`config.mk`:
```
export PLATFORM = sky130hd
export DESIGN_NAME = chte_front
export DESIGN_NICKNAME = d
export VERILOG_FILES = /design/src/rtl/chte_pkg.sv /design/src/rtl/chte_front.sv
export SDC_FILE = /design/constraint.sdc
export NUM_CORES = 1
export LEC_CHECK = 0
export ABC_CLOCK_PERIOD_IN_PS = 9900
export BUFFER_PORTS_ARGS = -buffer_cell sky130_fd_sc_hd__buf_4
export CAP_MARGIN = 25
export CORE_MARGIN = 8
export CORE_UTILIZATION = 60
export CTS_CLUSTER_DIAMETER = 30
export DETAILED_ROUTE_END_ITERATION = 16
export PLACE_DENSITY = 0.82
export SLEW_MARGIN = 20
export SYNTH_ARGS = -nofsm -noshare
export SYNTH_HDL_FRONTEND = slang
export SYNTH_SLANG_ARGS = --single-unit
```
`constraint.sdc`:
```
create_clock -name clk_i -period 9.9 [get_ports clk_i]
set_input_delay 0.99 -clock clk_i [delete_from_list [all_inputs] [get_ports clk_i]]
set_output_delay 0.99 -clock clk_i [all_outputs]
set_load 0.01 [all_outputs]
```
`src/rtl/chte_pkg.sv`:
```
package chte_pkg;

  localparam int unsigned NumBuckets  = 256;
  localparam int unsigned PoolEntries = 1024;
  localparam int unsigned BktW  = $clog2(NumBuckets);
  localparam int unsigned NodeW = $clog2(PoolEntries);
  localparam int unsigned LinkW = NodeW + 1;
  localparam int unsigned CntW  = 11;
  localparam int unsigned CfgW  = 9;
  localparam int unsigned QDepth = 2;

  localparam logic [LinkW-1:0] NullLink = LinkW'(PoolEntries);

  localparam logic [63:0] FnvBasis = 64'hcbf29ce484222325;
  localparam logic [63:0] FnvPrime = 64'h00000100000001b3;

  typedef enum logic [1:0] {
    ReqInsert = 2'd0,
    ReqLookup = 2'd1,
    ReqRemove = 2'd2,
    ReqNone   = 2'd3
  } req_e;

  typedef enum logic [1:0] {
    StOk       = 2'd0,
    StNotFound = 2'd1,
    StFull     = 2'd2,
    StNull     = 2'd3
  } status_e;

  // classified request handed from front to back
  typedef struct packed {
    logic [1:0]      req_type;
    logic [63:0]     key;
    logic [63:0]     value;
    logic [BktW-1:0] bucket;
  } job_t;

  // fnv prime is 2^40 + 0x1b3: multiply by shift and small product
  function automatic logic [63:0] fnv_mul(input logic [63:0] h);
    fnv_mul = (h << 40) + (h * 64'h1b3);
  endfunction

endpackage

```
`src/rtl/chte_front.sv`:
```
module chte_front import chte_pkg::*; (
  input  logic            clk_i,
  input  logic            rst_ni,
  input  logic [CfgW-1:0] buckets_in_use_i,
  input  logic            in_valid_i,
  output logic            in_stall_o,
  input  logic [1:0]      req_type_i,
  input  logic [63:0]     key_i,
  input  logic [63:0]     value_in_i,
  output logic            job_valid_o,
  input  logic            job_ready_i,
  output job_t            job_o
);

  localparam logic [2:0] FIdle = 3'd0;
  localparam logic [2:0] FHash = 3'd1;
  localparam logic [2:0] FMod  = 3'd2;
  localparam logic [2:0] FOut  = 3'd3;

  logic [2:0]       state_q, state_d;
  logic [2:0]       byte_q, byte_d;
  logic [63:0]      h_q, h_d;
  logic [63:0]      key_q, key_d;
  logic [63:0]      val_q, val_d;
  logic [1:0]       kind_q, kind_d;
  logic [72:0]      rem_q, rem_d;
  logic [6:0]       mstep_q, mstep_d;
  logic [CfgW-1:0]  mod_q, mod_d;
  logic [CfgW-1:0]  mod_eff;
  logic [7:0]       cur_byte;
  logic [CfgW:0]    trial;

  assign in_stall_o  = (state_q != FIdle);
  assign job_valid_o = (state_q == FOut);
  assign job_o = '{req_type: kind_q, key: key_q, value: val_q,
                   bucket: BktW'(rem_q[72:64])};

  // clamp bucket count into 1..NumBuckets
  always_comb begin
    mod_eff = buckets_in_use_i;
    if (buckets_in_use_i == '0) mod_eff = CfgW'(1);
    else if (buckets_in_use_i > CfgW'(NumBuckets)) mod_eff = CfgW'(NumBuckets);
  end

  assign cur_byte = key_q[8*byte_q +: 8];
  // restoring division step: shift in next dividend bit
  assign trial = {rem_q[72:64], rem_q[63]} - {1'b0, mod_q};

  always_comb begin
    state_d = state_q; byte_d = byte_q; h_d = h_q; key_d = key_q;
    val_d = val_q; kind_d = kind_q; rem_d = rem_q; mstep_d = mstep_q;
    mod_d = mod_q;
    unique case (state_q)
      FIdle: begin
        if (in_valid_i) begin
          key_d = key_i; val_d = value_in_i; kind_d = req_type_i;
          h_d = FnvBasis; byte_d = '0; mod_d = mod_eff;
          state_d = FHash;
        end
      end
      // one byte of fnv-1a per cycle
      FHash: begin
        h_d = fnv_mul(h_q ^ {56'd0, cur_byte});
        byte_d = byte_q + 3'd1;
        if (byte_q == 3'd7) begin
          state_d = FMod; mstep_d = '0;
        end
      end
      FMod: begin
        if (mstep_q == 7'd0) begin
          rem_d = {9'd0, h_q};
          mstep_d = 7'd1;
        end else begin
          if (!trial[CfgW]) rem_d = {trial[CfgW-1:0], rem_q[62:0], 1'b1};
          else rem_d = {rem_q[71:0], 1'b0};
          mstep_d = mstep_q + 7'd1;
          if (mstep_q == 7'd64) state_d = FOut;
        end
      end
      FOut: begin
        if (job_ready_i) state_d = FIdle;
      end
      default: state_d = FIdle;
    endcase
  end

  always_ff @(posedge clk_i or negedge rst_ni) begin
    if (!rst_ni) begin
      state_q <= FIdle;
      mstep_q <= '0;
      byte_q  <= '0;
    end else begin
      state_q <= state_d;
      mstep_q <= mstep_d;
      byte_q  <= byte_d;
    end
  end

  always_ff @(posedge clk_i) begin
    h_q <= h_d; key_q <= key_d; val_q <= val_d; kind_q <= kind_d;
    rem_q <= rem_d; mod_q <= mod_d;
  end

endmodule

```
After elaboration in Yosys (flattened, before gate mapping)
Cells that the tools add are included.
{"block": "totals", "input_bits": 143, "ff_bits": 289}
{"block": "classes", "n_mul": 1, "n_reduce_logical": 11, "magnitude_cmp": 1, "n_mux": 16, "n_eq_ne": 10, "n_addsub": 4, "bitwise": 1, "shift": 1}
{"op": "64-bit 2-to-1 mux", "n": 2}
{"op": "64-bit one-hot mux with 2 select lines", "n": 1}
{"op": "73-bit 2-to-1 mux", "n": 1}
{"op": "64-bit adder", "n": 1}
{"op": "64-bit by 9-bit multiplier with 64-bit output (second input constant)", "n": 1}
{"op": "64-bit by 7-bit indexed part select with 8-bit output", "n": 1}
{"op": "64-bit by 8-bit XOR with 64-bit output", "n": 1}
{"op": "3-bit 2-to-1 mux", "n": 6}
{"op": "7-bit 2-to-1 mux", "n": 2}
{"op": "7-bit one-hot mux with 2 select lines", "n": 1}
{"op": "3-bit one-hot mux with 4 select lines", "n": 1}
{"op": "10-bit by 9-bit subtractor with 10-bit output", "n": 1}
{"op": "9-bit greater-than comparator (second input constant)", "n": 1}
{"op": "9-bit logical NOT", "n": 1}
{"op": "9-bit 2-to-1 mux", "n": 1}
{"op": "2-bit inequality test (second input constant)", "n": 4}
{"op": "7-bit by 1-bit adder with 7-bit output (second input constant)", "n": 1}
{"op": "7-bit equality test (second input constant)", "n": 1}
{"op": "7-bit logical NOT", "n": 1}
{"op": "3-bit by 2-bit equality test with 1-bit output (second input constant)", "n": 2}
{"op": "3-bit one-hot mux with 2 select lines", "n": 1}
{"op": "2-bit AND reduction", "n": 3}
{"op": "5-bit AND reduction", "n": 1}
{"op": "2-bit nonzero test", "n": 2}
{"op": "other kinds (7)", "n": 7}

Depth between registers and ports, before layout
{"block": "depth", "depth_word": 5, "depth_mapped": 25, "mapped_depth_nobuf": 22}

Worst setup path after synthesis
Ideal clock, no wire load.
{"block": "synth_path", "path_type": "input port to flip-flop", "start": "input in_valid_i", "end": "register key_q[0] (enable)", "path_slack_ns": 2.399, "required_ns": 9.258, "path_stages": 2, "arrival_ns": 6.859, "path_cell_list": "inv_1 nor2_1"}
{"block": "synth_between", "elab_chain_len": 1}
{"item": "start, declared", "line": "chte_front.sv:5", "rtl": "input logic in_valid_i,"}
{"item": "2-bit AND reduction (no line)"}
{"item": "end signal, assigned", "line": "chte_front.sv:100", "rtl": "h_q <= h_d; key_q <= key_d; val_q <= val_d; kind_q <= kind_d;"}
{"item": "end, declared", "line": "chte_front.sv:23", "rtl": "logic [63:0] key_q, key_d;"}
Every way passes these cells.
A chain may end at the register's enable or synchronous reset.

Worst setup path after layout
{"block": "layout_path", "start": "register byte_q[0]", "end": "register h_q[53], data pin"}
{"block": "layout_between", "elab_chain_len": 5}
{"item": "start, declared", "line": "chte_front.sv:21", "rtl": "logic [2:0] byte_q, byte_d;"}
{"item": "start signal, assigned", "line": "chte_front.sv:95", "rtl": "byte_q <= byte_d;"}
{"item": "64-bit by 7-bit indexed part select with 8-bit output (*)", "line": "chte_front.sv:45", "rtl": "assign cur_byte = key_q[8*byte_q +: 8];"}
{"item": "64-bit by 8-bit XOR with 64-bit output (*)", "line": "chte_front.sv:63", "rtl": "h_d = fnv_mul(h_q ^ {56'd0, cur_byte});"}
{"item": "64-bit by 9-bit multiplier with 64-bit output", "line": "chte_pkg.sv:41", "rtl": "fnv_mul = (h << 40) + (h * 64'h1b3);"}
{"item": "64-bit adder (*)", "line": "chte_pkg.sv:41"}
{"item": "64-bit one-hot mux with 2 select lines (*)", "line": "chte_front.sv:53", "rtl": "unique case (state_q)"}
{"item": "end signal, assigned", "line": "chte_front.sv:100"}
{"item": "end, declared", "line": "chte_front.sv:22", "rtl": "logic [63:0] h_q, h_d;"}
Every way passes the cells marked *; elsewhere a longest branch is shown, timed or not.

==> results.rst <==
.. list-table::
   :header-rows: 1

   * - Metric
     - Value
   * - Status
     - complete, no violations
   * - Tcrit/Tclk final
     - 0.735
   * - Via count of the first global-routing pass
     - 17400
   * - Count of port buffers added during placement
     - 282
   * - Post-route cell area
     - 27700 um^2
   * - Critical path buffers and inverters
     - 4
   * - Total routing resource utilization after global routing
     - 0.308
   * - Ys async rst share
     - 0.0417
   * - Kind of cell with the highest combined delay on the critical path
     - adder cells
   * - Post-synthesis instance area
     - 22700 um^2
   * - Top cells by area in the synthesized netlist
     - sky130_fd_sc_hd__edfxtp_1 37%, sky130_fd_sc_hd__fa_1 21%, sky130_fd_sc_hd__ha_1 11%
   * - TritonCTS clock tree
     - done
   * - Max Fanout on Critical Path
     - 12
   * - Syn avg cell area
     - 12.0 um^2
   * - Synth cell types
     - 70
   * - Ports
     - 283
   * - Post-synth top area share
     - 0.365
   * - Critical path arrival
     - 7.60 ns
   * - Maximum level of the CTS H-tree
     - 3
   * - CP Cell Sequence
     - buf_16, mux4_2, mux2i_1, xor2_1, inv_1, ha_1, inv_1, fa_1, inv_1, fa_1, fa_1, ha_1, ha_1, a21o_1, a31oi_1, a211oi_1, o21ai_0, o21ai_0, a31oi_1, o31ai_1, mux2_2
   * - Standard cell core area
     - 37500 um^2
   * - Clock latency reported for the late side of the worst-skew pair
     - 0.59 ns
   * - Most frequent cell after synthesis
     - sky130_fd_sc_hd__inv_1
   * - Number of sinks on the clock net
     - 288
   * - Critical Path Start Type
     - flip-flop
   * - Number of filler instances in the final layout
     - 2481
   * - Max Clock Skew
     - 0.0381 ns
   * - # Post-CTS Setup Buffers
     - 0
   * - Std cell rows
     - 71
   * - Setup repair after global routing missed its margin
     - false
   * - Height of the die
     - 211 um
   * - Post-synthesis sequential element count
     - 288
   * - Worst-path cell with the longest stage delay
     - sky130_fd_sc_hd__dfrtp_1
   * - Final weighted congestion in routability-driven placement
     - 0.956
   * - Class of the tightest hold or removal check
     - primary input to async pin
   * - Fraction of layout instances using a drive strength above 1
     - 0.227
   * - Antenna violations before repair
     - 2
   * - Number of clock buffers inserted by TritonCTS
     - 68
   * - Leakage power figure
     - 12.0 nW
   * - Nets@finish
     - 2769
   * - Initial Util
     - 0.606
   * - DRC errors left
     - 0
   * - Number of flops mapped to enable cells by yosys
     - 276
   * - Wire length of the first global-routing pass
     - 103 mm
   * - Detailed-placement wirelength estimate
     - 51.5 mm
   * - Cell count after synthesis
     - 1895
   * - Per-cell routed wire length
     - 24.4 um
   * - Max stage delay on crit path
     - 0.61 ns
   * - Final hold vios
     - 0
   * - Detailed Routing Iterations Pass 1
     - 5
   * - Total Wirelength
     - 67.4 mm
   * - Die area
     - 44300 um^2
   * - Critical path type
     - flip-flop to flip-flop
   * - Synth warnings
     - 0
   * - Routed via count divided by cell count
     - 5.81
   * - Setup TNS
     - 0 ns
   * - Final Setup Violations
     - 0
   * - Commonest cells post-synth
     - 336 x sky130_fd_sc_hd__inv_1, 276 x sky130_fd_sc_hd__edfxtp_1, 234 x sky130_fd_sc_hd__fa_1, 195 x sky130_fd_sc_hd__ha_1, 96 x sky130_fd_sc_hd__nand2_1
   * - Relative area change from synthesis to final layout
     - 22.0%
   * - Total power density per cell area
     - 134 nW/um^2
   * - Tightest hold margin
     - 0.241 ns
   * - Clock transition at the registers of the reported paths
     - 0.05 ns
   * - Placed instance area
     - 25300 um^2
   * - Post-Syn Nets
     - 2467
   * - Worst-Margin Slew
     - 0.927 ns
   * - Vias post-DR
     - 16100
   * - Largest net degree at the start of global routing
     - 73
   * - Remaining global-route overflow
     - 0
   * - Most used flip-flop cell after synthesis
     - sky130_fd_sc_hd__edfxtp_1
   * - Portion of the post-synthesis area used by sequential elements
     - 0.378
   * - F_max
     - 137 MHz
   * - ANT nets after route
     - 0
   * - Worst setup EP type
     - flip-flop
   * - Data required, critical path
     - 10.23 ns
   * - Root buffer selected by CTS
     - sky130_fd_sc_hd__clkbuf_16
   * - Clock period minus worst slack
     - 7.28 ns
   * - Hold buffers post-CTS
     - 0
   * - Max_cap viols
     - 0
   * - Yosys top cell by area
     - sky130_fd_sc_hd__edfxtp_1
   * - Clk buf depth
     - 3
   * - Max VDD drop
     - 0.159 mV
   * - Worst rel slew slack
     - 0.382
   * - Starting DRT DRC Count
     - 1266
   * - Number of gates given a new drive strength after cts
     - 0
   * - Chip Width
     - 211 um
   * - Final-report max-slew violation count
     - 0
==> power by group <==
part	internal, W	total, W	switching [W]	leakage (nW)
logic	0.0000363	0.0000512	0.0000149	8.20
registers	0.00133	0.00133	0	2.70
clock network	0.00157	0.00233	0.000761	1.14
==> cell usage in the layout (no fill, tap or decap), types with 52 or more instances in the layout <==
master and n:
sky130_fd_sc_hd__nand2_1 96, sky130_fd_sc_hd__fa_1 234, sky130_fd_sc_hd__a21oi_1 84, sky130_fd_sc_hd__edfxtp_1 276, sky130_fd_sc_hd__inv_1 335, sky130_fd_sc_hd__mux2_2 71
sky130_fd_sc_hd__nor2_1 75, sky130_fd_sc_hd__clkbuf_16 70, sky130_fd_sc_hd__xnor2_1 54, sky130_fd_sc_hd__buf_4 290, sky130_fd_sc_hd__ha_1 193, sky130_fd_sc_hd__o21ai_0 52
==> kinds of logic (layout without fill, tap and decap cells) <==
group / Yosys count / in the layout / synth area share
xor gates and xnor gates: 93 / 93 / 0.0359
and+or+nand+nor: 309 / 309 / 0.0659
AOI/OAI and AO/OA: 275 / 275 / 0.0791
muxes: 106 / 106 / 0.0595
buffers and inverters: 395 / 753 / 0.0675
adders and majority gates: 429 / 429 / 0.314
other: 0 / 2 / 0
DFF: 288 / 288 / 0.378
==> final timing paths <==
check / from / end / slack [ns] / cells after the start
worst max-delay path: byte_q[0] / h_q[53] / 2.62 / 21
worst min-delay path: rst_ni / mstep_q[6] / 0.24 / 1
worst max register to register: byte_q[0] / h_q[53] / 2.62 / 21
worst min register to register: rem_q[30] / rem_q[31] / 0.54 / 1
max in group asynchronous: rst_ni / byte_q[1] / 9.49 / 1
min in group clk_i: rem_q[30] / rem_q[31] / 0.54 / 1
==> routing by layer <==
metal | vias up | global-route usage | wire length (um)
met5 | - | 0 | 0
met4 | 0 | 0.105 | 2140
met3 | 126 | 0.0891 | 6150
met2 | 768 | 0.508 | 32900
met1 | 8091 | 0.387 | 26200
li1 | 7086 | - | -
==> final cells by class <==
| type | count | area [um^2] | share of cell area |
|---|---|---|---|
| Inverter | 336 | 1260 | 0.0455 |
| Sequential cell | 288 | 8590 | 0.310 |
| Multi-Input combinational cell | 1212 | 12600 | 0.456 |
| Clock inverter | 49 | 598 | 0.0216 |
| Timing Repair Buffer | 291 | 2200 | 0.0796 |
| Clock buffer | 77 | 1790 | 0.0645 |
| Tap cell | 511 | 639 | 0.0231 |
| Antenna cell | 2 | 5.00 | 0.000181 |
==> sequential cells by signal, indices dropped and copies added, names as in the netlist <==
register  count
kind_q        2
rem_q        73
h_q          64
byte_q        3
key_q        64
mod_q         9
mstep_q       7
state_q       2
val_q        64
==> stage by stage <==
stage,utilization,setup slack [ns],cells,power (W)
2_1_floorplan,-,2.40,1895,0.00135
3_3_place_gp,0.674,2.48,2637,0.00140
3_5_place_dp,0.674,2.39,2637,0.00140
4_1_cts,0.738,2.36,2763,0.00372
5_1_grt,0.739,2.17,2766,0.00378
6_report,0.739,2.62,2766,0.00371
No activity file was read; power rests on OpenSTA's default activity.
