## src/rtl/chte_pkg.sv

```systemverilog
package chte_pkg;

  localparam int unsigned NumBuckets  = 256;
  localparam int unsigned PoolEntries = 1024;
  localparam int unsigned BktW  = $clog2(NumBuckets);
  localparam int unsigned NodeW = $clog2(PoolEntries);
  localparam int unsigned LinkW = NodeW + 1;
  localparam int unsigned CntW  = 11;
  localparam int unsigned CfgW  = 9;
  localparam int unsigned QDepth = 2;

  localparam logic [LinkW-1:0] NullLink = LinkW'(PoolEntries);

  localparam logic [63:0] FnvBasis = 64'hcbf29ce484222325;
  localparam logic [63:0] FnvPrime = 64'h00000100000001b3;

  typedef enum logic [1:0] {
    ReqInsert = 2'd0,
    ReqLookup = 2'd1,
    ReqRemove = 2'd2,
    ReqNone   = 2'd3
  } req_e;

  typedef enum logic [1:0] {
    StOk       = 2'd0,
    StNotFound = 2'd1,
    StFull     = 2'd2,
    StNull     = 2'd3
  } status_e;

  // classified request handed from front to back
  typedef struct packed {
    logic [1:0]      req_type;
    logic [63:0]     key;
    logic [63:0]     value;
    logic [BktW-1:0] bucket;
  } job_t;

  // fnv prime is 2^40 + 0x1b3: multiply by shift and small product
  function automatic logic [63:0] fnv_mul(input logic [63:0] h);
    fnv_mul = (h << 40) + (h * 64'h1b3);
  endfunction

endpackage

```

## src/rtl/chte_queue.sv

```systemverilog
module chte_queue import chte_pkg::*; (
  input  logic clk_i,
  input  logic rst_ni,
  input  logic push_i,
  output logic ready_o,
  input  job_t push_data_i,
  output logic valid_o,
  input  logic pop_i,
  output job_t pop_data_o
);

  localparam int unsigned PtrW = $clog2(QDepth);

  job_t            mem_q [QDepth];
  logic [PtrW-1:0] wr_q, rd_q;
  logic [PtrW:0]   cnt_q;

  assign ready_o    = (cnt_q != (PtrW+1)'(QDepth));
  assign valid_o    = (cnt_q != '0);
  assign pop_data_o = mem_q[rd_q];

  // pointer and fill tracking
  always_ff @(posedge clk_i or negedge rst_ni) begin
    if (!rst_ni) begin
      wr_q <= '0; rd_q <= '0; cnt_q <= '0;
    end else begin
      if (push_i && ready_o) wr_q <= wr_q + 1'b1;
      if (pop_i && valid_o)  rd_q <= rd_q + 1'b1;
      cnt_q <= cnt_q + (PtrW+1)'(push_i && ready_o) - (PtrW+1)'(pop_i && valid_o);
    end
  end

  always_ff @(posedge clk_i) begin
    if (push_i && ready_o) mem_q[wr_q] <= push_data_i;
  end

endmodule

```

## config.mk

```make
export PLATFORM = sky130hd
export DESIGN_NAME = chte_queue
export DESIGN_NICKNAME = d
export VERILOG_FILES = /design/src/rtl/chte_pkg.sv /design/src/rtl/chte_queue.sv
export SDC_FILE = /design/constraint.sdc
export NUM_CORES = 1
export LEC_CHECK = 0
export BUFFER_PORTS_ARGS = -buffer_cell sky130_fd_sc_hd__buf_2
export CORE_ASPECT_RATIO = 1.5
export CORE_MARGIN = 1.5
export CORE_UTILIZATION = 52
export DETAILED_ROUTE_END_ITERATION = 10
export PLACE_DENSITY = 0.79
export SETUP_SLACK_MARGIN = 0.4
export SLEW_MARGIN = 15
export SYNTH_ARGS = -nofsm -noshare
export SYNTH_HDL_FRONTEND = slang
export SYNTH_SLANG_ARGS = --single-unit
```

## constraint.sdc

```tcl
create_clock -name clk_i -period 8.11 [get_ports clk_i]
set_input_delay 0.4055 -clock clk_i [delete_from_list [all_inputs] [get_ports clk_i]]
set_output_delay 0.4055 -clock clk_i [all_outputs]
set_load 0.01 [all_outputs]
```

# Word level (Yosys, flattened, before mapping)
# Memory sizes are Yosys's and may differ from the RTL's.
# Index checks and enable logic that the tools add are counted.
# word_totals
ff_bits	4
latchBits	0
ram_bits	276
mem_bits_ro	0
inputBits	142
memories	1
# op_classes
n_addsub	4
multipliers	0
div_mod_pow	0
order_cmp	0
eq_ne	1
shift	0
mux	2
n_bitwise	0
reduce_logical	3
# mem_list
name	words	width	rd	rd_clocked_by_memory_dff	write_ports	line	text
mem_q	2	138	1	0	1	chte_queue.sv:14	job_t mem_q [QDepth];
# ops
operator	n
1-bit adder (second input constant)	2
2-bit by 1-bit adder with 2-bit output	1
1-bit logical AND	2
1-bit 2-to-1 mux	2
2-bit != test (second input constant)	1
2-bit nonzero test	1
2-bit by 1-bit subtractor with 2-bit output	1

# Logic depth before layout (Yosys ltp)
# Gate-level depths: netlist of the first run.
# depth
ltp_word	4
ltp_mapped	5
mapped_depth_nobuf	5

# Least setup slack after synthesis of the first run
# Ideal clock, no wire load.
# synth_timing
path_type	flip-flop to flip-flop
start	register cnt_q[0]
end	memory mem_q[0][0] in the netlist's numbering, enable pin
arrival_ns	6.440
required_time_ns	7.473
slack_ns	1.033
stages_incl_launch_ff	4
n_path_buf	0
period_less_slack_ns	7.077
path_cell_list	dfrtp_1 nand2b_1 nand2_1 nor2_1
# synth_between
elab_chain_cells	4
# synth_lines
item	line	text
start: declaration	chte_queue.sv:16	logic [PtrW:0] cnt_q;
start signal: assignment	chte_queue.sv:29	cnt_q <= cnt_q + (PtrW+1)'(push_i && ready_o) - (PtrW+1)'(pop_i && valid_o);
2-bit != test	chte_queue.sv:18	assign ready_o = (cnt_q != (PtrW+1)'(QDepth));
named net ready_o	chte_queue.sv:5	output logic ready_o,
1-bit logical AND	chte_queue.sv:34	if (push_i && ready_o) mem_q[wr_q] <= push_data_i;
1-bit 2-to-1 mux	chte_queue.sv:34	
1-bit 2-to-1 mux (implied by the code)	chte_queue.sv:34	
end: declaration	chte_queue.sv:14	
# The timed path passes the listed nets, and every way through them passes these cells.

==> results of run 1 <==
flip-flops by register name (all words and copies together) (netlist names):
name   count
cnt_q      2
mem_q    276
rd_q       1
wr_q       1
placed cells by master, fill, tap and decap left out, types with 2 or more instances in the layout:
cell	netlist	final
buf_2	2	281
edfxtp_1	276	276
mux2_2	138	138
clkbuf_16	0	27
clkbuf_1	0	6
clkinv_1	0	5
buf_4	2	4
diode_2	0	3
xnor2_1	3	3
clkinv_2	0	3
dfrtp_1	4	3
nor2_1	3	2
nand2_1	2	2
bufinv_16	0	2
critical path: stages (launching register included):
cell and delay, ns:
dfrtp_4 0.98, buf_4 0.84, mux2_2 0.43, buf_2 0.15
path summary, 6_finish.rpt:
path	from	endpoint	slack [ns]	cells past startpoint
max	rd_q	pop_data_o[115]	4.74	3
min reg2reg	wr_q	wr_q	0.57	1
max reg2reg	cnt_q[0]	mem_q[0][0]	5.24	5
min in group asynchronous	rst_ni	cnt_q[0]	0.24	2
min	push_data_i[125]	mem_q[1][125]	0.07	1
max in group asynchronous	rst_ni	rd_q	7.73	2
cell type report:
class	instances	area [µm²]	area share, %
antenna	3	7.507	0.05918
clock buffer	33	698.2	5.504
clock inverter	14	135.1	1.065
multi-input combinational	156	1685	13.29
sequential	280	8392	66.16
tap	256	320.3	2.525
timing repair buffer	286	1446	11.40
kinds of logic after synthesis:
group,Yosys count,share of synthesized area [%]
flip-flops,280,82.16
XOR/XNOR,3,0.2574
buffers and inverters,15,1.458
multiplexers,138,15.22
adder cells (fa/ha/maj),1,0.1225
AO/OA/AOI/OAI,4,0.3064
AND/OR/NAND/NOR,10,0.4781
synth_stat cells:
master      n  share of area (%)
a21bo_2     1              0.098
o21ai_0     1              0.049
a211oi_1    1              0.074
nor2b_1     1              0.061
buf_6      11                1.2
buf_2       2              0.098
nor2_1      3               0.11
xnor2_1     3               0.26
a32oi_1     1              0.086
nand2_1     2              0.074
buf_4       2               0.15
mux2_2    138                 15
or2_2       1              0.061
ha_1        1               0.12
nand3_1     1              0.049
and3_1      1              0.061
edfxtp_1  276                 81
dfrtp_1     4               0.98
nand2b_1    1              0.061
stage by stage:
step / instances / util, % / hold WS, ns / power [µW] / setup slack (ns)
floorplan: 451 / - / 0.1099 / 3005 / 1.033
global placement: 977 / 61.76 / 0.2118 / 3371 / 5.283
detailed placement: 977 / 61.76 / 0.2153 / 3419 / 5.227
CTS: 1025 / 66.16 / 0.05547 / 4592 / 4.665
global route: 1028 / 66.20 / 0.05484 / 4741 / 4.539
finish: 1028 / 66.20 / 0.06585 / 4544 / 4.736
power by group through the flow:
stage               Clock (µW)  Combinational (µW)  Sequential [µW]
finish                    1170                1250             2120
global route              1240                1340             2160
CTS                       1190                1270             2130
detailed placement           0                1260             2160
global placement             0                1240             2130
floorplan                    0                 887             2120
layer usage:
metal  track usage [%]  part of all wire [%]
met2             36.30                    57
met5                 0                 0.066
met4             9.311                   4.4
met1             19.14                    33
met3             3.851                   5.2
==> metrics.md, run 1 <==
| Metric | Value |
|---|---|
| Outcome | `finished, final reports clean` |
| Clk Latency, worst-skew pair | `0.52 ns` |
| First-pass GRT wire length | `29.93 mm` |
| Dpl hpwl | `13.25 mm` |
| P_sw | `1304 µW` |
| # nets final | `893` |
| Synthesized flop and latch total | `280` |
| Cell Area, Placed | `11830 µm²` |
| Avg Inst Size Synth | `22.64 µm²` |
| Io pins | `282` |
| Worst VDD drop | `0.0002066 V` |
| Share of layout cells above drive strength 1 | `60.34%` |
| Final hold vios | `0` |
| Cell Area, Synth | `10210 µm²` |
| WL per Instance | `19.13 µm` |
| Finished layout cell area | `12680 µm²` |
| Setup_tns | `0 ns` |
| Clk buf depth | `3` |
| Vias | `5279` |
| I/O Buffers | `281` |
| Die W | `117.4 µm` |
| Tcrit/Tclk final | `41.61%` |
| Max_slew headroom | `31.05%` |
| DR iter-0 viols | `343` |
| Clock sinks | `280` |
| Slew @ Worst Pin | `1.034 ns` |
| Int Pwr | `3240 µW` |
| Fillers | `1292` |
| Final Max Slew Viols | `0` |
| FMAX | `0.2964 GHz` |
| GRT Util Overall | `18.86%` |
| Setup crit end kind | `primary output` |
| Hold Path Class | `input port to register` |
| Seq pwr share | `46.8%` |
| Total CTS buffers | `26` |
| Min Tclk post-route | `3.374 ns` |
| CTS Hold Buffers Added | `1` |
| Vias in the first global route | `5782` |
| H-Tree Depth | `1` |
| Leakage | `0.004735 µW` |
| Critical path arrival | `2.97 ns` |
| Final setup fails | `0` |
| CP Data Required Time | `7.70 ns` |
| Pin count of the biggest net entering global routing | `79` |
| Initial antenna violation count | `4` |
| Vias/cell | `5.135` |
| Post-synth net total | `594` |
| Path type of the worst setup path | `register to primary output` |
| DRT antenna net count | `0` |
| Clock network power share | `25.7%` |
| Part of the power in combinational logic | `27.5%` |
| Synth cell types | `19` |
| Total grt overflow | `0` |
| Layout area overhead | `24.24%` |
| Drt first pass iters | `5` |
| Critical Path Source Type | `register` |
| Starting density of the core | `53.28%` |
| PostCTS Resize Cnt | `0` |
| PwrDens | `358.2 nW/µm²` |
| Die Y | `174.6 µm` |
| Clk root buf | `clkbuf_16` |
| DR DRC count | `0` |
| Routed WL | `19.66 mm` |
| Core ar. | `19160 µm²` |
| Final worst clock skew | `0.01584 ns` |
| TritonCTS clock tree | `yes` |
| Post-CTS Setup Inserts | `0` |
| CP max FO | `73` |
| Sw Share | `28.69%` |
| Sequential fraction of the synthesis area | `82.16%` |
| Max-cap viol count | `0` |
| Number of synthesis warnings | `0` |
| RSZ-0062 raised after global routing | `no` |
| Post-Syn Instances | `451` |
| Clock-pin slew of the registers on the worst-case setup and hold paths | `0.07 ns` |
| Routability cong. | `0.7823` |
| Standard-cell rows | `62` |
| Die area | `20500 µm²` |
Power figures use the tool's default switching activity.
==> run 2, diff against run 1 <==
--- a/config.mk
+++ b/config.mk
@@ -8,9 +8,9 @@
 export BUFFER_PORTS_ARGS = -buffer_cell sky130_fd_sc_hd__buf_2
 export CORE_ASPECT_RATIO = 1.5
 export CORE_MARGIN = 1.5
-export CORE_UTILIZATION = 52
+export CORE_UTILIZATION = 47
 export DETAILED_ROUTE_END_ITERATION = 10
-export PLACE_DENSITY = 0.79
+export PLACE_DENSITY = 0.76
 export SETUP_SLACK_MARGIN = 0.4
 export SLEW_MARGIN = 15
 export SYNTH_ARGS = -nofsm -noshare
==> constraint.sdc (replaced) <==
create_clock -name clk_i -period 2.7 [get_ports clk_i]
set_input_delay 0.135 -clock clk_i [delete_from_list [all_inputs] [get_ports clk_i]]
set_output_delay 0.135 -clock clk_i [all_outputs]
set_load 0.01 [all_outputs]
==> run 2 against run 1 <==
  * Clock skew decreased by 0.0023 ns
  * Final cell count up 15%
  * Sequential power rose to 3.0 times the previous value
  * Critical path depth unchanged
  * Setup slack lost 4.3 ns
  * Non-clock buffer count increased by 144
  * Cell area grew 12%
  * Critical path type unchanged
  * Largest cell class unchanged
==> metrics.md, run 2 (synthesized netlist as in run 1, its figures left out) <==
| Metric | Value |
|---|---|
| RSZ-0062 raised after global routing | `no` |
| P_sw | `4081 µW` |
| CP max FO | `61` |
| First-pass GRT wire length | `34.05 mm` |
| Commonest non-fill, non-tap cells in the layout | `buf_2 (281), edfxtp_1 (276), dlygate4sd3_1 (142)` |
| Setup crit end kind | `primary output` |
| Dpl hpwl | `13.65 mm` |
| Min Tclk post-route | `2.233 ns` |
| Max-cap viol count | `0` |
| Vias/cell | `5.033` |
| Vias | `5959` |
| Most common cell after layout, fill and taps aside | `buf_2` |
| RR Endpoint | `mem_q[0][59]` |
| Hold Startpoint | `push_data_i[25]` |
| Clock-pin slew of the registers on the worst-case setup and hold paths | `0.07 ns` |
| Layout area overhead | `39.29%` |
| Top reg by flops | `mem_q` |
| Outcome | `finished, final reports clean` |
| I/O Buffers | `281` |
| Total grt overflow | `0` |
| Sw Share | `29.11%` |
| Hold Path Class | `input port to register` |
| DRT antenna net count | `0` |
| CP Data Required Time | `2.57 ns` |
| Critical Path Source Type | `register` |
| Routability cong. | `0.7500` |
| Largest register FFs | `276` |
| DR iter-0 viols | `258` |
| Reg2reg path depth | `4` |
| Routed WL | `22.62 mm` |
| H-Tree Depth | `1` |
| Die Y | `183.5 µm` |
| Share of layout cells above drive strength 1 | `51.48%` |
| Clk buf depth | `3` |
| Total CTS buffers | `26` |
| Crit Reg-Reg Startpoint | `cnt_q[0]` |
| Max_slew headroom | `48.70%` |
| Final worst clock skew | `0.01352 ns` |
| Worst hold margin | `0.3420 ns` |
| Core ar. | `21150 µm²` |
| Clk root buf | `clkbuf_16` |
| Vias in the first global route | `6592` |
| Clk Latency, worst-skew pair | `0.52 ns` |
| Clock sinks | `280` |
| Path type of the worst setup path | `register to primary output` |
| Final Max Slew Viols | `0` |
| Final hold vios | `0` |
| Top Registers | `mem_q x276, cnt_q x2` |
| Die W | `123.3 µm` |
| Pin count of the biggest net entering global routing | `124` |
| Int Pwr | `9941 µW` |
| Final Power | `14020 µW` |
| Reg2reg setup slack | `0.80 ns` |
| Io pins | `282` |
| Drt first pass iters | `4` |
| Clock network power share | `24.8%` |
| Critical path arrival | `2.10 ns` |
| Seq pwr share | `44.7%` |
| Starting density of the core | `48.28%` |
| Worst VDD drop | `0.0007234 V` |
| Leakage | `0.005370 µW` |
| Final cell count without fillers | `1184` |
| Hold Crit Depth | `2` |
| Standard-cell rows | `65` |
| Final setup fails | `0` |
| DR DRC count | `0` |
| TritonCTS clock tree | `yes` |
| Tcrit/Tclk final | `82.69%` |
| PwrDens | `986.0 nW/µm²` |
| Max stage delay on crit path | `0.63 ns` |
| Fin worst setup slack | `0.4673 ns` |
| Part of the power in combinational logic | `30.5%` |
| FMAX | `0.4479 GHz` |
| # nets final | `1037` |
| GRT Util Overall | `19.88%` |
| Slew @ Worst Pin | `0.7695 ns` |
| WHS Endpoint | `mem_q[1][25]` |
| Die area | `22630 µm²` |
| CP max stage cell | `dfrtp_4` |
| Critical-path cell list | `buf_16 -> mux2_2 -> buf_2` |
| WL per Instance | `19.10 µm` |
| DP Worst Slack | `0.8791 ns` |
| Initial antenna violation count | `2` |
| Placed insts | `991` |
run 2: worst max path at each step:
stage | to | cells after the start | slack [ns] | startpoint
5_1_grt | pop_data_o[75] | 3 | 0.42 | rd_q
3_5_place_dp | pop_data_o[75] | 3 | 0.88 | rd_q
4_1_cts | pop_data_o[75] | 3 | 0.45 | rd_q
6_report | pop_data_o[75] | 3 | 0.47 | rd_q
2_1_floorplan | mem_q[0][0] | 3 | -0.41 | cnt_q[0]
3_3_place_gp | pop_data_o[31] | 3 | 0.91 | rd_q
run 2: through the flow:
step / TNS (ns) / cell area, µm² / util [%]
floorplan: -64.88 / 10230 / -
global placement: 0 / 11940 / 56.47
detailed placement: 0 / 11940 / 56.47
CTS: 0 / 14210 / 67.18
global route: 0 / 14220 / 67.23
finish: 0 / 14220 / 67.25
run 2: metal layers:
| layer | track usage (%) | up-vias | wire [µm] |
|---|---|---|---|
| li1 | - | 2697 | - |
| met1 | 19.80 | 2911 | 7508 |
| met2 | 37.07 | 258 | 12540 |
| met3 | 4.156 | 91 | 1304 |
| met4 | 11.77 | 2 | 1260 |
| met5 | 0 | - | 10 |
run 2: power by group through the flow:
| stage | logic, µW | registers, µW | clock network [µW] |
|---|---|---|---|
| finish | 4270 | 6270 | 3480 |
| global route | 4580 | 6360 | 3720 |
| CTS | 4260 | 6270 | 3570 |
| detailed placement | 4000 | 6390 | 0 |
| global placement | 3940 | 6310 | 0 |
| floorplan | 2680 | 6230 | 0 |
run 2: what timing repair did:
item                                   CTS  global route
endpoints found under the hold margin  282             0
setup endpoints to repair               89             2
buffers inserted                         1             0
gates resized for setup                  0             1
hold buffers                           142             0
run 2: worst max-delay path, delay by kind of cell (launching register included):
family                 cells  cell delay, ns
DFF                        1            0.63
muxes                      1            0.41
buffers and inverters      2            0.46
run 2: final cells by class:
type	count	area, µm²
clock buffers	37	732.0
fillers	1354	6924
well taps	268	335.3
multi-input cells	156	1700
diodes	3	7.507
repair buffers	430	2954
flip-flops and latches	280	8392
clock inverters	10	100.1
==> run 3, diff against run 2 <==
--- a/config.mk
+++ b/config.mk
@@ -8,9 +8,9 @@
 export BUFFER_PORTS_ARGS = -buffer_cell sky130_fd_sc_hd__buf_2
 export CORE_ASPECT_RATIO = 1.5
 export CORE_MARGIN = 1.5
-export CORE_UTILIZATION = 47
+export CORE_UTILIZATION = 52
 export DETAILED_ROUTE_END_ITERATION = 10
-export PLACE_DENSITY = 0.76
+export PLACE_DENSITY = 0.79
 export SETUP_SLACK_MARGIN = 0.4
 export SLEW_MARGIN = 15
 export SYNTH_ARGS = -nofsm -noshare
==> constraint.sdc (replaced) <==
create_clock -name clk_i -period 2.2 [get_ports clk_i]
set_input_delay 0.11 -clock clk_i [delete_from_list [all_inputs] [get_ports clk_i]]
set_output_delay 0.11 -clock clk_i [all_outputs]
set_load 0.01 [all_outputs]
==> run 3 against run 2 <==
  * Clock power up 34%
  * First-iteration DRC count rose by 66%
  * Combinational power rose by 88%
  * Global-route usage grew 5.5 points
  * Sequential power increased by 23%
  * Routed wire length increased by 28%
  * Power is 45% higher
  * Largest cell class unchanged
  * Largest power group is now combinational logic
==> metrics.md, run 3 (synthesized netlist as in run 1, its figures left out) <==
| Metric | Value |
|---|---|
| Outcome | `finished, final reports clean` |
| CP max stage cell | `dfrtp_4` |
| Critical-path cell list | `buf_12 -> clkbuf_16 -> mux2_2 -> buf_6` |
| Routed WL | `28.94 mm` |
| Pin count of the biggest net entering global routing | `78` |
| Final design utilization | `80.85%` |
| Max_slew headroom | `70.68%` |
| Max-cap viol count | `0` |
| Final Power | `20400 µW` |
| Critical Path Source Type | `register` |
| RSZ-0062 raised after global routing | `yes` |
| Hold Path Class | `input port to register` |
| DR WL met2 | `16.28 mm` |
| Drt first pass iters | `4` |
| Leakage | `0.006031 µW` |
| Crit Reg-Reg Startpoint | `cnt_q[0]` |
| Vias in the first global route | `6916` |
| Final hold vios | `0` |
| Routability cong. | `0.7545` |
| Most common cell after layout, fill and taps aside | `edfxtp_1` |
| DR iter-0 viols | `427` |
| Critical Path Start | `rd_q` |
| Crit path to | `pop_data_o[69]` |
| Standard-cell rows | `62` |
| Top Registers | `mem_q x276, cnt_q x2` |
| I/O Buffers | `281` |
| RR Endpoint | `mem_q[1][51]` |
| Total grt overflow | `0` |
| PwrDens | `1317 nW/µm²` |
| Tcrit/Tclk final | `91.65%` |
| GRT Util Overall | `25.35%` |
| Share of layout cells above drive strength 1 | `53.17%` |
| Reg2reg path depth | `3` |
| Min Tclk post-route | `2.016 ns` |
| Top reg by flops | `mem_q` |
| Commonest non-fill, non-tap cells in the layout | `edfxtp_1 (276), buf_2 (184), dlygate4sd3_1 (142)` |
| Clock-pin slew of the registers on the worst-case setup and hold paths | `0.07 ns` |
| Finished layout cell area | `15490 µm²` |
| Dpl hpwl | `13.37 mm` |
| Path type of the worst setup path | `register to primary output` |
| Clk root buf | `clkbuf_16` |
| Initial antenna violation count | `2` |
| Worst VDD drop | `0.001149 V` |
| Slew @ Worst Pin | `0.4398 ns` |
| Total CTS buffers | `25` |
| Starting density of the core | `53.28%` |
| Die W | `117.4 µm` |
| Io pins | `282` |
| Final Max Slew Viols | `0` |
| Vias | `6336` |
| WL met1 | `9.557 mm` |
| Reg2reg setup slack | `0.50 ns` |
| FMAX | `0.4960 GHz` |
| DRT antenna net count | `0` |
| Final worst clock skew | `0.01418 ns` |
| H-Tree Depth | `1` |
| Metal3 WL | `1.712 mm` |
| Final setup fails | `0` |
| CP max FO | `7` |
| Die Y | `174.6 µm` |
| Clk Latency, worst-skew pair | `0.52 ns` |
| Die area | `20500 µm²` |
| Cell Area, Placed | `11960 µm²` |
| Clock sinks | `280` |
| # nets final | `1056` |
| DR top layer | `met4` |
| Vias/cell | `5.329` |
| TritonCTS clock tree | `yes` |
| Critical path arrival | `1.91 ns` |
| Layout area overhead | `51.74%` |
| First-pass GRT wire length | `39.23 mm` |
| WL per Instance | `24.34 µm` |
| Max stage delay on crit path | `0.53 ns` |
| DR DRC count | `0` |
| Setup crit end kind | `primary output` |
| Largest register FFs | `276` |
| CP Data Required Time | `2.09 ns` |
| Clk buf depth | `3` |
| Core ar. | `19160 µm²` |
[run 3: timing repair]
| item | CTS | global route |
|---|---|---|
| pin swaps | 0 | 0 |
| gates cloned | 8 | 3 |
| hold buffers | 142 | 0 |
| hold endpoints to repair | 282 | 0 |
| resized for setup | 58 | 110 |
| buffers inserted | 6 | 1 |
| endpoints found under the setup margin | 125 | 138 |
[run 3: area by class of cell]
class | count | area (µm²)
Antenna cell | 2 | 5.005
Sequential cell | 280 | 8392
Tap cell | 256 | 320.3
Clock inverter | 19 | 250.2
Timing Repair Buffer | 450 | 3993
Clock buffer | 26 | 629.4
Fill cell | 931 | 3669
Multi-Input combinational cell | 156 | 1903
[run 3: layer usage]
layer | up-vias | track usage (%)
li1 | 2734 | -
met1 | 3196 | 26.81
met2 | 319 | 47.77
met3 | 87 | 4.798
met4 | 0 | 12.86
met5 | - | 0
[run 3: worst max-delay path, delay by kind of cell (launching register included)]
kind                   cells  cell delay [ns]
buffers and inverters      3             0.47
flip-flops                 1             0.53
multiplexers               1             0.36
[run 3: per-stage QoR]
stage	TNS (ns)	std cells	hold slack [ns]	setup slack (ns)
2_1_floorplan	-202.88	451	-0.1856	-0.9068
3_3_place_gp	0	982	-0.07806	0.5919
3_5_place_dp	0	982	-0.07889	0.5480
4_1_cts	0	1183	0.2884	0.2175
5_1_grt	0	1189	0.2967	0.1640
6_report	0	1189	0.3096	0.1837
[run 3: worst min path at each step]
| stage | startpoint | endpoint | slack [ns] | cells after the start |
|---|---|---|---|---|
| finish | push_data_i[126] | mem_q[1][126] | 0.31 | 2 |
| global route | push_data_i[132] | mem_q[0][132] | 0.30 | 2 |
| CTS | push_data_i[118] | mem_q[1][118] | 0.29 | 2 |
| detailed placement | rst_ni | rd_q | -0.08 | 1 |
| global placement | rst_ni | rd_q | -0.08 | 1 |
| floorplan | rst_ni | cnt_q[0] | -0.19 | 0 |
[run 3: where the power goes]
| group | total [µW] | internal (µW) | switching, µW |
|---|---|---|---|
| Combinational | 8020 | 4360 | 3660 |
| Clock | 4660 | 2700 | 1960 |
| Sequential | 7720 | 7290 | 431 |
| Total | 20400 | 14400 | 6050 |
